File: src/rtl/blr_pkg.sv
// ============================================================================
// blr_pkg - shared types and constants of the line rasterizer
// Register indexes, reset values, field widths and the frame config struct.
// ============================================================================
`default_nettype none

package blr_pkg;

    // Fixed field widths
    localparam int FRAME_BITS = 13;
    localparam int ADDR_BITS  = 24;
    localparam int COLOR_BITS = 32;

    // Configuration register indexes
    localparam logic [0:0] REG_FRAME_WIDTH  = 1'b0;
    localparam logic [0:0] REG_FRAME_HEIGHT = 1'b1;

    // Configuration reset values
    localparam logic [FRAME_BITS-1:0] FRAME_WIDTH_RST  = 13'd640;
    localparam logic [FRAME_BITS-1:0] FRAME_HEIGHT_RST = 13'd480;

    // Action codes carried on the input tuser
    localparam logic ACT_START = 1'b0;
    localparam logic ACT_NEXT  = 1'b1;

    // Frame geometry as seen by the clip/address stage
    typedef struct packed {
        logic [FRAME_BITS-1:0] height;
        logic [FRAME_BITS-1:0] width;
    } t_cfg;

endpackage

`default_nettype wire

File: src/rtl/blr_stepper.sv
// ============================================================================
// blr_stepper - line setup and Bresenham stepping
// Holds the line state. A start transfer sets up the major/minor axes and the
// doubled error terms; each next on an active line registers a pixel and steps.
// ============================================================================
`default_nettype none

module blr_stepper #(
    parameter int COORD_BITS = 16
) (
    input  wire logic                              i_clk,
    input  wire logic                              i_rst_n,
    input  wire logic                              i_valid,
    output logic                                   o_ready,
    input  wire logic                              i_action,
    input  wire logic signed [COORD_BITS-1:0]      i_start_x,
    input  wire logic signed [COORD_BITS-1:0]      i_start_y,
    input  wire logic signed [COORD_BITS-1:0]      i_end_x,
    input  wire logic signed [COORD_BITS-1:0]      i_end_y,
    input  wire logic [blr_pkg::COLOR_BITS-1:0]    i_color,
    output logic                                   o_valid,
    input  wire logic                              i_ready,
    output logic signed [COORD_BITS-1:0]           o_px,
    output logic signed [COORD_BITS-1:0]           o_py,
    output logic                                   o_last,
    output logic [blr_pkg::COLOR_BITS-1:0]         o_color
);

    localparam int N  = COORD_BITS;
    localparam int EW = COORD_BITS + 4;

    // Line state
    logic                           r_line_active, n_line_active;
    logic signed [N-1:0]            r_major_pos;
    logic signed [N-1:0]            r_major_end;
    logic signed [N-1:0]            r_minor_pos;
    logic signed [EW-1:0]           r_error_acc;
    logic [N+1:0]                   r_error_step;
    logic [N+1:0]                   r_error_wrap;
    logic                           r_minor_neg;
    logic                           r_axes_swapped;
    logic [blr_pkg::COLOR_BITS-1:0] r_line_color;

    // Pixel register
    logic                           r_valid, n_valid;
    logic signed [N-1:0]            r_px;
    logic signed [N-1:0]            r_py;
    logic                           r_last;
    logic [blr_pkg::COLOR_BITS-1:0] r_color;

    logic                           accept;
    logic                           do_start;
    logic                           do_step;

    // Setup terms
    logic signed [N:0]              dx_raw, dy_raw;
    logic [N:0]                     adx, ady;
    logic                           steep;
    logic signed [N-1:0]            mj_a, mj_b, mn_a, mn_b;
    logic                           order_swap;
    logic signed [N-1:0]            maj0, maj1, min0, min1;
    logic signed [N:0]              dmaj, dmin;
    logic [N:0]                     admin;

    // Step terms
    logic signed [EW-1:0]           err_sum;
    logic signed [EW-1:0]           err_half;
    logic signed [EW-1:0]           err_wrap_s;
    logic                           minor_move;
    logic                           at_end;

    assign o_ready  = !r_valid || i_ready;
    assign accept   = i_valid && o_ready;
    assign do_start = accept && (i_action == blr_pkg::ACT_START);
    assign do_step  = accept && (i_action == blr_pkg::ACT_NEXT) && r_line_active;

    // Line setup: steep test, axis swap, endpoint ordering
    always_comb begin
        dx_raw     = (N+1)'(i_end_x) - (N+1)'(i_start_x);
        dy_raw     = (N+1)'(i_end_y) - (N+1)'(i_start_y);
        adx        = dx_raw[N] ? $unsigned(-dx_raw) : $unsigned(dx_raw);
        ady        = dy_raw[N] ? $unsigned(-dy_raw) : $unsigned(dy_raw);
        steep      = ady > adx;
        mj_a       = steep ? i_start_y : i_start_x;
        mn_a       = steep ? i_start_x : i_start_y;
        mj_b       = steep ? i_end_y   : i_end_x;
        mn_b       = steep ? i_end_x   : i_end_y;
        order_swap = mj_a > mj_b;
        maj0       = order_swap ? mj_b : mj_a;
        maj1       = order_swap ? mj_a : mj_b;
        min0       = order_swap ? mn_b : mn_a;
        min1       = order_swap ? mn_a : mn_b;
        dmaj       = (N+1)'(maj1) - (N+1)'(maj0);
        dmin       = (N+1)'(min1) - (N+1)'(min0);
        admin      = dmin[N] ? $unsigned(-dmin) : $unsigned(dmin);
    end

    // Per-pixel error update
    always_comb begin
        err_sum    = r_error_acc + $signed({2'b00, r_error_step});
        err_half   = $signed({3'b000, r_error_wrap[N+1:1]});
        err_wrap_s = $signed({2'b00, r_error_wrap});
        minor_move = err_sum > err_half;
        at_end     = r_major_pos == r_major_end;
    end

    // Next control state
    always_comb begin
        n_line_active = r_line_active;
        if (do_start) begin
            n_line_active = 1'b1;
        end else if (do_step && at_end) begin
            n_line_active = 1'b0;
        end
        n_valid = o_ready ? do_step : r_valid;
    end

    // Control registers
    always_ff @(posedge i_clk) begin
        if (!i_rst_n) begin
            r_line_active <= 1'b0;
            r_valid       <= 1'b0;
        end else begin
            r_line_active <= n_line_active;
            r_valid       <= n_valid;
        end
    end

    // Line state and pixel payload
    always_ff @(posedge i_clk) begin
        if (do_start) begin
            r_axes_swapped <= steep;
            r_major_pos    <= maj0;
            r_major_end    <= maj1;
            r_minor_pos    <= min0;
            r_error_acc    <= '0;
            r_error_step   <= {admin, 1'b0};
            r_error_wrap   <= {$unsigned(dmaj), 1'b0};
            r_minor_neg    <= dmin[N];
            r_line_color   <= i_color;
        end else if (do_step && !at_end) begin
            r_major_pos <= r_major_pos + N'(1);
            if (minor_move) begin
                r_minor_pos <= r_minor_neg ? r_minor_pos - N'(1) : r_minor_pos + N'(1);
                r_error_acc <= err_sum - err_wrap_s;
            end else begin
                r_error_acc <= err_sum;
            end
        end
        if (do_step) begin
            r_px    <= r_axes_swapped ? r_minor_pos : r_major_pos;
            r_py    <= r_axes_swapped ? r_major_pos : r_minor_pos;
            r_last  <= at_end;
            r_color <= r_line_color;
        end
    end

    assign o_valid = r_valid;
    assign o_px    = r_px;
    assign o_py    = r_py;
    assign o_last  = r_last;
    assign o_color = r_color;

endmodule

`default_nettype wire

File: src/rtl/blr_pixel_out.sv
// ============================================================================
// blr_pixel_out - frame clipping, address and output register
// Tests the pixel against the frame size, forms y*width+x and holds the result
// until the downstream side takes it.
// ============================================================================
`default_nettype none

module blr_pixel_out #(
    parameter int COORD_BITS = 16
) (
    input  wire logic                              i_clk,
    input  wire logic                              i_rst_n,
    input  wire blr_pkg::t_cfg                     i_cfg,
    input  wire logic                              i_valid,
    output logic                                   o_ready,
    input  wire logic signed [COORD_BITS-1:0]      i_px,
    input  wire logic signed [COORD_BITS-1:0]      i_py,
    input  wire logic                              i_last,
    input  wire logic [blr_pkg::COLOR_BITS-1:0]    i_color,
    output logic                                   o_valid,
    input  wire logic                              i_ready,
    output logic signed [COORD_BITS-1:0]           o_px,
    output logic signed [COORD_BITS-1:0]           o_py,
    output logic                                   o_inside,
    output logic [blr_pkg::ADDR_BITS-1:0]          o_addr,
    output logic [blr_pkg::COLOR_BITS-1:0]         o_color,
    output logic                                   o_last
);

    localparam int N  = COORD_BITS;
    localparam int FB = blr_pkg::FRAME_BITS;
    localparam int UW = COORD_BITS + blr_pkg::FRAME_BITS;

    logic                           r_valid;
    logic signed [N-1:0]            r_px;
    logic signed [N-1:0]            r_py;
    logic                           r_inside;
    logic [blr_pkg::ADDR_BITS-1:0]  r_addr;
    logic [blr_pkg::COLOR_BITS-1:0] r_color;
    logic                           r_last;

    logic [UW-1:0]                  px_u, py_u;
    logic                           in_frame;
    logic [2*FB-1:0]                prod;
    logic [blr_pkg::ADDR_BITS-1:0]  addr;

    assign o_ready = !r_valid || i_ready;

    // Clip against the frame and form the linear address
    always_comb begin
        px_u     = UW'($unsigned(i_px));
        py_u     = UW'($unsigned(i_py));
        in_frame = !i_px[N-1] && !i_py[N-1] &&
                   (px_u < UW'(i_cfg.width)) && (py_u < UW'(i_cfg.height));
        prod     = {{FB{1'b0}}, py_u[FB-1:0]} * {{FB{1'b0}}, i_cfg.width};
        addr     = in_frame ? prod[blr_pkg::ADDR_BITS-1:0] +
                              blr_pkg::ADDR_BITS'(px_u[FB-1:0]) : '0;
    end

    // Output valid
    always_ff @(posedge i_clk) begin
        if (!i_rst_n) begin
            r_valid <= 1'b0;
        end else if (o_ready) begin
            r_valid <= i_valid;
        end
    end

    // Output payload
    always_ff @(posedge i_clk) begin
        if (o_ready && i_valid) begin
            r_px     <= i_px;
            r_py     <= i_py;
            r_inside <= in_frame;
            r_addr   <= addr;
            r_color  <= i_color;
            r_last   <= i_last;
        end
    end

    assign o_valid  = r_valid;
    assign o_px     = r_px;
    assign o_py     = r_py;
    assign o_inside = r_inside;
    assign o_addr   = r_addr;
    assign o_color  = r_color;
    assign o_last   = r_last;

endmodule

`default_nettype wire

File: src/rtl/bresenham_line_rasterizer.sv
// ============================================================================
// bresenham_line_rasterizer - streaming integer line rasterizer
// Usage:
//   Slave channel: tuser = action (start / next), tdata = endpoints and color.
//   A start transfer loads a new line (replacing any line in progress) and
//   gives no result. Each next transfer while a line is active gives one pixel
//   on the master channel; a next with no line active gives nothing.
//   Master channel: tdata = x, y, framebuffer address, color; tuser = inside
//   flag (address is zero when outside); tlast marks the far endpoint.
//   Config port: write frame width (index 0) or height (index 1) while idle.
// Pipeline: two register stages, the pixel register of the stepping stage and
// then the output register.
// Throughput: 1 transfer per cycle while s_axis_tready is high; the error
// add/compare feeds the line state register, and the address multiply has its own stage.
// Reset: no line active, pipeline empty, frame size 640 x 480.
// Stall: when the receiver holds tready low the output register holds; the
// stepping stage keeps taking transfers until it holds a pixel too, then
// tready on the slave side drops.
// ============================================================================
`default_nettype none

module bresenham_line_rasterizer #(
    parameter  int COORD_BITS = 16,
    localparam int IN_W  = ((4 * COORD_BITS + blr_pkg::COLOR_BITS + 7) / 8) * 8,
    localparam int OUT_W = ((2 * COORD_BITS + blr_pkg::ADDR_BITS
                             + blr_pkg::COLOR_BITS + 7) / 8) * 8
) (
    input  wire logic                              i_clk,
    input  wire logic                              i_rst_n,
    // slave side
    input  wire logic                              s_axis_tvalid,
    output logic                                   s_axis_tready,
    // tdata: start_x, start_y, end_x, end_y, draw_color (from bit 0 up)
    input  wire logic [IN_W-1:0]                   s_axis_tdata,
    // tuser: action
    input  wire logic                              s_axis_tuser,
    // master side
    output logic                                   m_axis_tvalid,
    input  wire logic                              m_axis_tready,
    // tdata: pixel_x, pixel_y, pixel_address, pixel_color (from bit 0 up)
    output logic [OUT_W-1:0]                       m_axis_tdata,
    // tuser: inside_frame
    output logic                                   m_axis_tuser,
    output logic                                   m_axis_tlast,
    // configuration write port
    input  wire logic                              i_cfg_we,
    input  wire logic [0:0]                        i_cfg_index,
    input  wire logic [blr_pkg::FRAME_BITS-1:0]    i_cfg_data
);

    localparam int N = COORD_BITS;

    blr_pkg::t_cfg                  r_cfg;

    logic                           st_valid, st_ready;
    logic signed [N-1:0]            st_px, st_py;
    logic                           st_last;
    logic [blr_pkg::COLOR_BITS-1:0] st_color;

    logic signed [N-1:0]            out_px, out_py;
    logic [blr_pkg::ADDR_BITS-1:0]  out_addr;
    logic [blr_pkg::COLOR_BITS-1:0] out_color;

    // Configuration registers
    always_ff @(posedge i_clk) begin
        if (!i_rst_n) begin
            r_cfg.width  <= blr_pkg::FRAME_WIDTH_RST;
            r_cfg.height <= blr_pkg::FRAME_HEIGHT_RST;
        end else if (i_cfg_we) begin
            unique case (i_cfg_index)
                blr_pkg::REG_FRAME_WIDTH:  r_cfg.width  <= i_cfg_data;
                blr_pkg::REG_FRAME_HEIGHT: r_cfg.height <= i_cfg_data;
            endcase
        end
    end

    // Line state and stepping
    blr_stepper #(
        .COORD_BITS (COORD_BITS)
    ) u_stepper (
        .i_clk     (i_clk),
        .i_rst_n   (i_rst_n),
        .i_valid   (s_axis_tvalid),
        .o_ready   (s_axis_tready),
        .i_action  (s_axis_tuser),
        .i_start_x ($signed(s_axis_tdata[N-1:0])),
        .i_start_y ($signed(s_axis_tdata[2*N-1:N])),
        .i_end_x   ($signed(s_axis_tdata[3*N-1:2*N])),
        .i_end_y   ($signed(s_axis_tdata[4*N-1:3*N])),
        .i_color   (s_axis_tdata[4*N+blr_pkg::COLOR_BITS-1:4*N]),
        .o_valid   (st_valid),
        .i_ready   (st_ready),
        .o_px      (st_px),
        .o_py      (st_py),
        .o_last    (st_last),
        .o_color   (st_color)
    );

    // Clip, address and output register
    blr_pixel_out #(
        .COORD_BITS (COORD_BITS)
    ) u_pixel_out (
        .i_clk    (i_clk),
        .i_rst_n  (i_rst_n),
        .i_cfg    (r_cfg),
        .i_valid  (st_valid),
        .o_ready  (st_ready),
        .i_px     (st_px),
        .i_py     (st_py),
        .i_last   (st_last),
        .i_color  (st_color),
        .o_valid  (m_axis_tvalid),
        .i_ready  (m_axis_tready),
        .o_px     (out_px),
        .o_py     (out_py),
        .o_inside (m_axis_tuser),
        .o_addr   (out_addr),
        .o_color  (out_color),
        .o_last   (m_axis_tlast)
    );

    // Pack result fields, zero padded to whole bytes
    assign m_axis_tdata = OUT_W'({out_color, out_addr, out_py, out_px});

endmodule

`default_nettype wire

File: config.mk
export PLATFORM = sky130hd
export DESIGN_NAME = bresenham_line_rasterizer
export DESIGN_NICKNAME = d
export VERILOG_FILES = /design/src/rtl/blr_pkg.sv /design/src/rtl/blr_stepper.sv /design/src/rtl/blr_pixel_out.sv /design/src/rtl/bresenham_line_rasterizer.sv
export SDC_FILE = /design/constraint.sdc
export NUM_CORES = 1
export LEC_CHECK = 0
export BUFFER_PORTS_ARGS = -buffer_cell sky130_fd_sc_hd__buf_2
export CORE_MARGIN = 2
export CORE_UTILIZATION = 60
export CTS_CLUSTER_SIZE = 24
export DETAILED_ROUTE_END_ITERATION = 12
export GPL_ROUTABILITY_DRIVEN = 0
export PLACE_DENSITY = 0.8
export SLEW_MARGIN = 20
export SYNTH_ARGS = -nofsm -noshare
export SYNTH_HDL_FRONTEND = slang
export SYNTH_SLANG_ARGS = --single-unit
File: constraint.sdc
create_clock -name i_clk -period 22.8 [get_ports i_clk]
set_clock_uncertainty 0.15 [all_clocks]
set_input_delay 1.14 -clock i_clk [delete_from_list [all_inputs] [get_ports i_clk]]
set_output_delay 1.14 -clock i_clk [all_outputs]
set_load 0.05 [all_outputs]
==> results of run 1 <==
==> registers in the layout (all words and copies together), names as in the netlist, 17 cells and up <==
| register | cells |
|---|---|
| u_stepper.o_color | 32 |
| u_stepper.r_error_wrap | 17 |
| u_stepper.r_error_acc | 19 |
| u_pixel_out.o_color | 32 |
| u_stepper.r_error_step | 17 |
| u_pixel_out.o_addr | 24 |
| u_stepper.r_line_color | 32 |
| r_cfg | 26 |
==> worst max-delay path: cells and delay by family <==
kind / cells / cell delay [ns]
AOI/OAI and AO/OA: 29 / 6.60
and+or+nand+nor: 6 / 0.98
xor gates and xnor gates: 2 / 0.35
buffers and inverters: 8 / 2.37
adders and majority gates: 5 / 1.77
muxes: 2 / 0.87
==> metrics by stage <==
stage | hold WS [ns] | setup slack, ns | utilization (%) | cells | cell area [µm²]
after floorplan | 0.250 | 10.34 | - | 2704 | 26300
after global placement | 0.251 | 8.88 | 64.3 | 3412 | 27800
after detailed placement | 0.255 | 8.35 | 64.3 | 3412 | 27800
after CTS | 0.261 | 8.87 | 67.1 | 3475 | 28900
after global routing | 0.271 | 7.87 | 67.1 | 3475 | 29000
final | 0.261 | 8.76 | 67.1 | 3475 | 29000
==> cell usage after synthesis, types with 43 or more instances <==
cell type | instances | area [µm²]
nor2_1 | 178 | 668
o21ai_0 | 120 | 601
edfxtp_1 | 271 | 8140
mux2_2 | 47 | 529
xor2_1 | 71 | 622
dfxtp_1 | 48 | 961
and2_1 | 90 | 563
inv_1 | 295 | 1110
clkbuf_1 | 76 | 285
nor3_1 | 53 | 265
mux2i_1 | 70 | 701
fa_1 | 135 | 2700
a21oi_1 | 161 | 806
xnor2_1 | 105 | 920
a21o_1 | 43 | 323
ha_1 | 252 | 3150
nand2_1 | 295 | 1110
==> routing by layer <==
metal	vias to the layer above	global-route usage, %	wire [µm]
li1	9676	-	-
met1	9941	37.1	25900
met2	998	50.5	32700
met3	268	4.85	5770
met4	0	18.9	4740
met5	-	0	0
==> cell type report <==
class	instances	area [µm²]
fill	3290	14200
sequential	319	9100
tap	585	732
clock inverter	18	190
multi-input combinational	1992	15700
timing repair buffer	220	1140
clock buffer	45	976
inverter	296	1110
==> worst paths after layout <==
| path | start | endpoint | slack, ns | depth (start not counted) |
|---|---|---|---|---|
| hold reg to reg | u_stepper.r_line_color[31] | u_stepper.o_color[31] | 0.26 | 0 |
| setup reg to reg | u_stepper.o_py[6] | u_pixel_out.o_addr[23] | 15.82 | 21 |
| hold / removal | u_stepper.r_line_color[31] | u_stepper.o_color[31] | 0.26 | 0 |
| setup / recovery | s_axis_tdata[2] | u_stepper.r_error_step[14] | 8.76 | 52 |
==> logic make-up after synthesis <==
| logic type | after synthesis | synth area share (%) |
|---|---|---|
| AO/OA/AOI/OAI | 530 | 12.9 |
| XOR/XNOR | 176 | 5.86 |
| adder cells (fa/ha/maj) | 388 | 22.3 |
| buffers and inverters | 393 | 5.80 |
| flip-flops | 319 | 34.6 |
| multiplexers | 119 | 4.78 |
| AND/OR/NAND/NOR | 779 | 13.8 |
==> reports/summary.txt, run 1 <==
Final HPWL DP - 53,600 µm
Core Box Area - 43,200 µm²
# clock sinks - 319
Synth Instances - 2,704
CP max stage delay - 0.87 ns
Worst slew margin - 29.8%
Distinct cells, synth - 82
Max H-tree Level - 2
Resize count post-CTS - 0
DIE AREA - 45,500 µm²
ANT nets after route - 0
main flop type after synthesis - edfxtp_1
crit-path max FO - 105
WL final - 69,100 µm
largest net degree at the start of global routing - 106
IO buf count - 207
die extent in x - 213 µm
final period demand of the worst path - 14.04 ns
Initial Util - 60.9%
first-pass GRT wire length - 107,000 µm
number of global-route vias before repair - 20,800
setup TNS - 0 ns
number of max-cap violations - 0
vias per inst - 6.01
Clk pin slew, worst setup/hold paths - 0.06 ns
share of cells above drive strength 1 - 12.4%
worst min-delay path class - flip-flop to flip-flop
drt pass-1 iters - 5
sequential area share after synthesis - 34.6%
Clock Latency Late Sink - 0.55 ns
most common cell after layout, fill and taps aside - nand2_1
gr usage total - 30.4%
CP arrival - 14.17 ns
row count - 76
fmax - 71.2 MHz
CTS buffer count - 35
Seq cells post-synth - 319
clock buffer depth - 3
area growth from synthesis to layout - 10.0%
syn nets - 3,207
CP Class - primary input to flip-flop
Worst Tran Pin Value - 1.04 ns
DIE HEIGHT - 213 µm
Remaining DRCs - 0
initial DRC count - 1,659
final count of negative-setup-slack endpoints - 0
CP endpoint kind - flip-flop
hold buffer count at CTS - 0
Synth async-reset ratio - 0%
vias post-DR - 20,900
wire per inst - 19.9 µm
Worst setup SP type - primary input
status - complete, no violations
CTS tree - yes
GRT Residual Overflow - 0
n_diodes - 0
Layout Nets - 3,367
Setup Fix Bufs, Post-CTS - 0
required time of the critical path - 22.94 ns
unrepaired setup endpoints after global routing - false
period utilization - 61.6%
Root Buffer - clkbuf_16
most frequent cells in the layout - nand2_1, inv_1, edfxtp_1
Critical-path top delay cell - buf_4
Avg Synthesized Cell Area - 9.73 µm²
Cell Area, Synth - 26,300 µm²
final hold violation count - 0
Syn. warnings - 0
Max Slew Vio Count - 0
Post-synth EDFFs - 271
initial antenna violation count - 2
Top Ports - 208
Power of run 1 is left out: the tool's default activity adds up to more than one toggle a clock period on the data nets, which glitch-free logic cannot reach.
==> run 2, diff against run 1 <==
==> constraint.sdc (replaced) <==
create_clock -name i_clk -period 12.94 [get_ports i_clk]
set_clock_uncertainty 0.15 [all_clocks]
set_input_delay 0.647 -clock i_clk [delete_from_list [all_inputs] [get_ports i_clk]]
set_output_delay 0.647 -clock i_clk [all_outputs]
set_load 0.05 [all_outputs]
==> run 2 against run 1 <==
  * Routed wire length rose by 1.7%
  * First-iteration DRC count up 14%
  * Critical path depth fell by 1
  * Global-route usage increased by 0.60 points
  * Via count up 0.84%
  * Non-clock buffer count up 10
  * Sequential share of layout area about the same
==> reports/summary.txt, run 2 (synthesis results as in run 1) <==
fmax - 82.6 MHz
# clock sinks - 319
initial DRC count - 1,886
CP Class - primary input to flip-flop
row count - 76
Top Ports - 208
DIE HEIGHT - 213 µm
Worst Tran Pin Value - 0.952 ns
final period demand of the worst path - 12.10 ns
Critical-path top delay cell - or4_1
Core Box Area - 43,200 µm²
die extent in x - 213 µm
period utilization - 93.5%
r2r setup slk - 6.03 ns
number of max-cap violations - 0
Final HPWL DP - 54,000 µm
Initial Util - 60.9%
Root Buffer - clkbuf_16
final count of negative-setup-slack endpoints - 0
Layout Nets - 3,379
area growth from synthesis to layout - 10.2%
initial antenna violation count - 0
CP arrival - 12.21 ns
n_diodes - 0
clock buffer depth - 3
most frequent cells in the layout - nand2_1, inv_1, edfxtp_1
IO buf count - 207
Max H-tree Level - 2
DIE AREA - 45,500 µm²
setup TNS - 0 ns
first-pass GRT wire length - 109,000 µm
ANT nets after route - 0
CP endpoint kind - flip-flop
vias post-DR - 21,100
wire per inst - 20.2 µm
drt pass-1 iters - 8
status - complete, no violations
final hold violation count - 0
vias per inst - 6.04
worst min-delay path class - primary input to flip-flop
WL final - 70,300 µm
Remaining DRCs - 0
number of global-route vias before repair - 21,100
Clock Latency Late Sink - 0.55 ns
gr usage total - 31.0%
Worst slew margin - 36.5%
unrepaired setup endpoints after global routing - false
share of cells above drive strength 1 - 12.6%
largest net degree at the start of global routing - 75
Max Slew Vio Count - 0
CTS buffer count - 35
Clk pin slew, worst setup/hold paths - 0.07 ns
required time of the critical path - 13.05 ns
CP max stage delay - 0.53 ns
crit-path max FO - 34
CTS tree - yes
most common cell after layout, fill and taps aside - nand2_1
Worst setup SP type - primary input
GRT Residual Overflow - 0
most frequent CP cell - a21oi_1
[run 2: worst max-delay path, delay by kind of cell]
kind | cells | cell delay (ns)
AO/OA/AOI/OAI | 31 | 7.05
XOR/XNOR | 3 | 0.43
adder cells (fa/ha/maj) | 5 | 1.76
buffers and inverters | 5 | 0.76
AND/OR/NAND/NOR | 7 | 1.56
[run 2: what timing repair did]
action	CTS	global route
hold buffers	0	0
endpoints found under the setup margin	0	13
setup buffers	0	1
gates resized for setup	0	1
[run 2: metrics by stage]
step                instance area [µm²]  instances  setup slack [ns]  hold WS [ns]  utilization (%)
finish                            29000       3486             0.836         0.132             67.1
CTS                               29000       3483             0.695         0.114             67.1
detailed placement                27900       3421             0.192         0.255             64.5
global route                      29000       3486             0.112         0.111             67.1
floorplan                         26300       2704             0.972         0.250                -
global placement                  27900       3421             0.631         0.250             64.5
[run 2: worst paths after layout]
check / start / to / cells past startpoint
max: s_axis_tdata[2] / u_stepper.r_error_step[5] / 51
max reg2reg: u_stepper.o_py[6] / u_pixel_out.o_addr[23] / 21
min reg2reg: u_stepper.o_color[19] / u_pixel_out.o_color[19] / 0
min: s_axis_tdata[78] / u_stepper.r_line_color[14] / 1
[run 2: area by class of cell]
cell class	count	area, µm²
Multi-Input combinational cell	1994	15700
Fill cell	3308	14200
Sequential cell	319	9100
Timing Repair Buffer	230	1220
Inverter	296	1110
Clock buffer	42	912
Tap cell	585	732
Clock inverter	20	181
[run 2: metal layers]
layer,part of all wire (%),vias to the layer above,global-route usage [%]
met3,8.1,274,4.83
met4,6.7,0,18.5
met2,47,1025,52.0
li1,-,9705,-
met5,0,-,0
met1,38,10100,37.8
Power of run 2 is left out for the same reason.
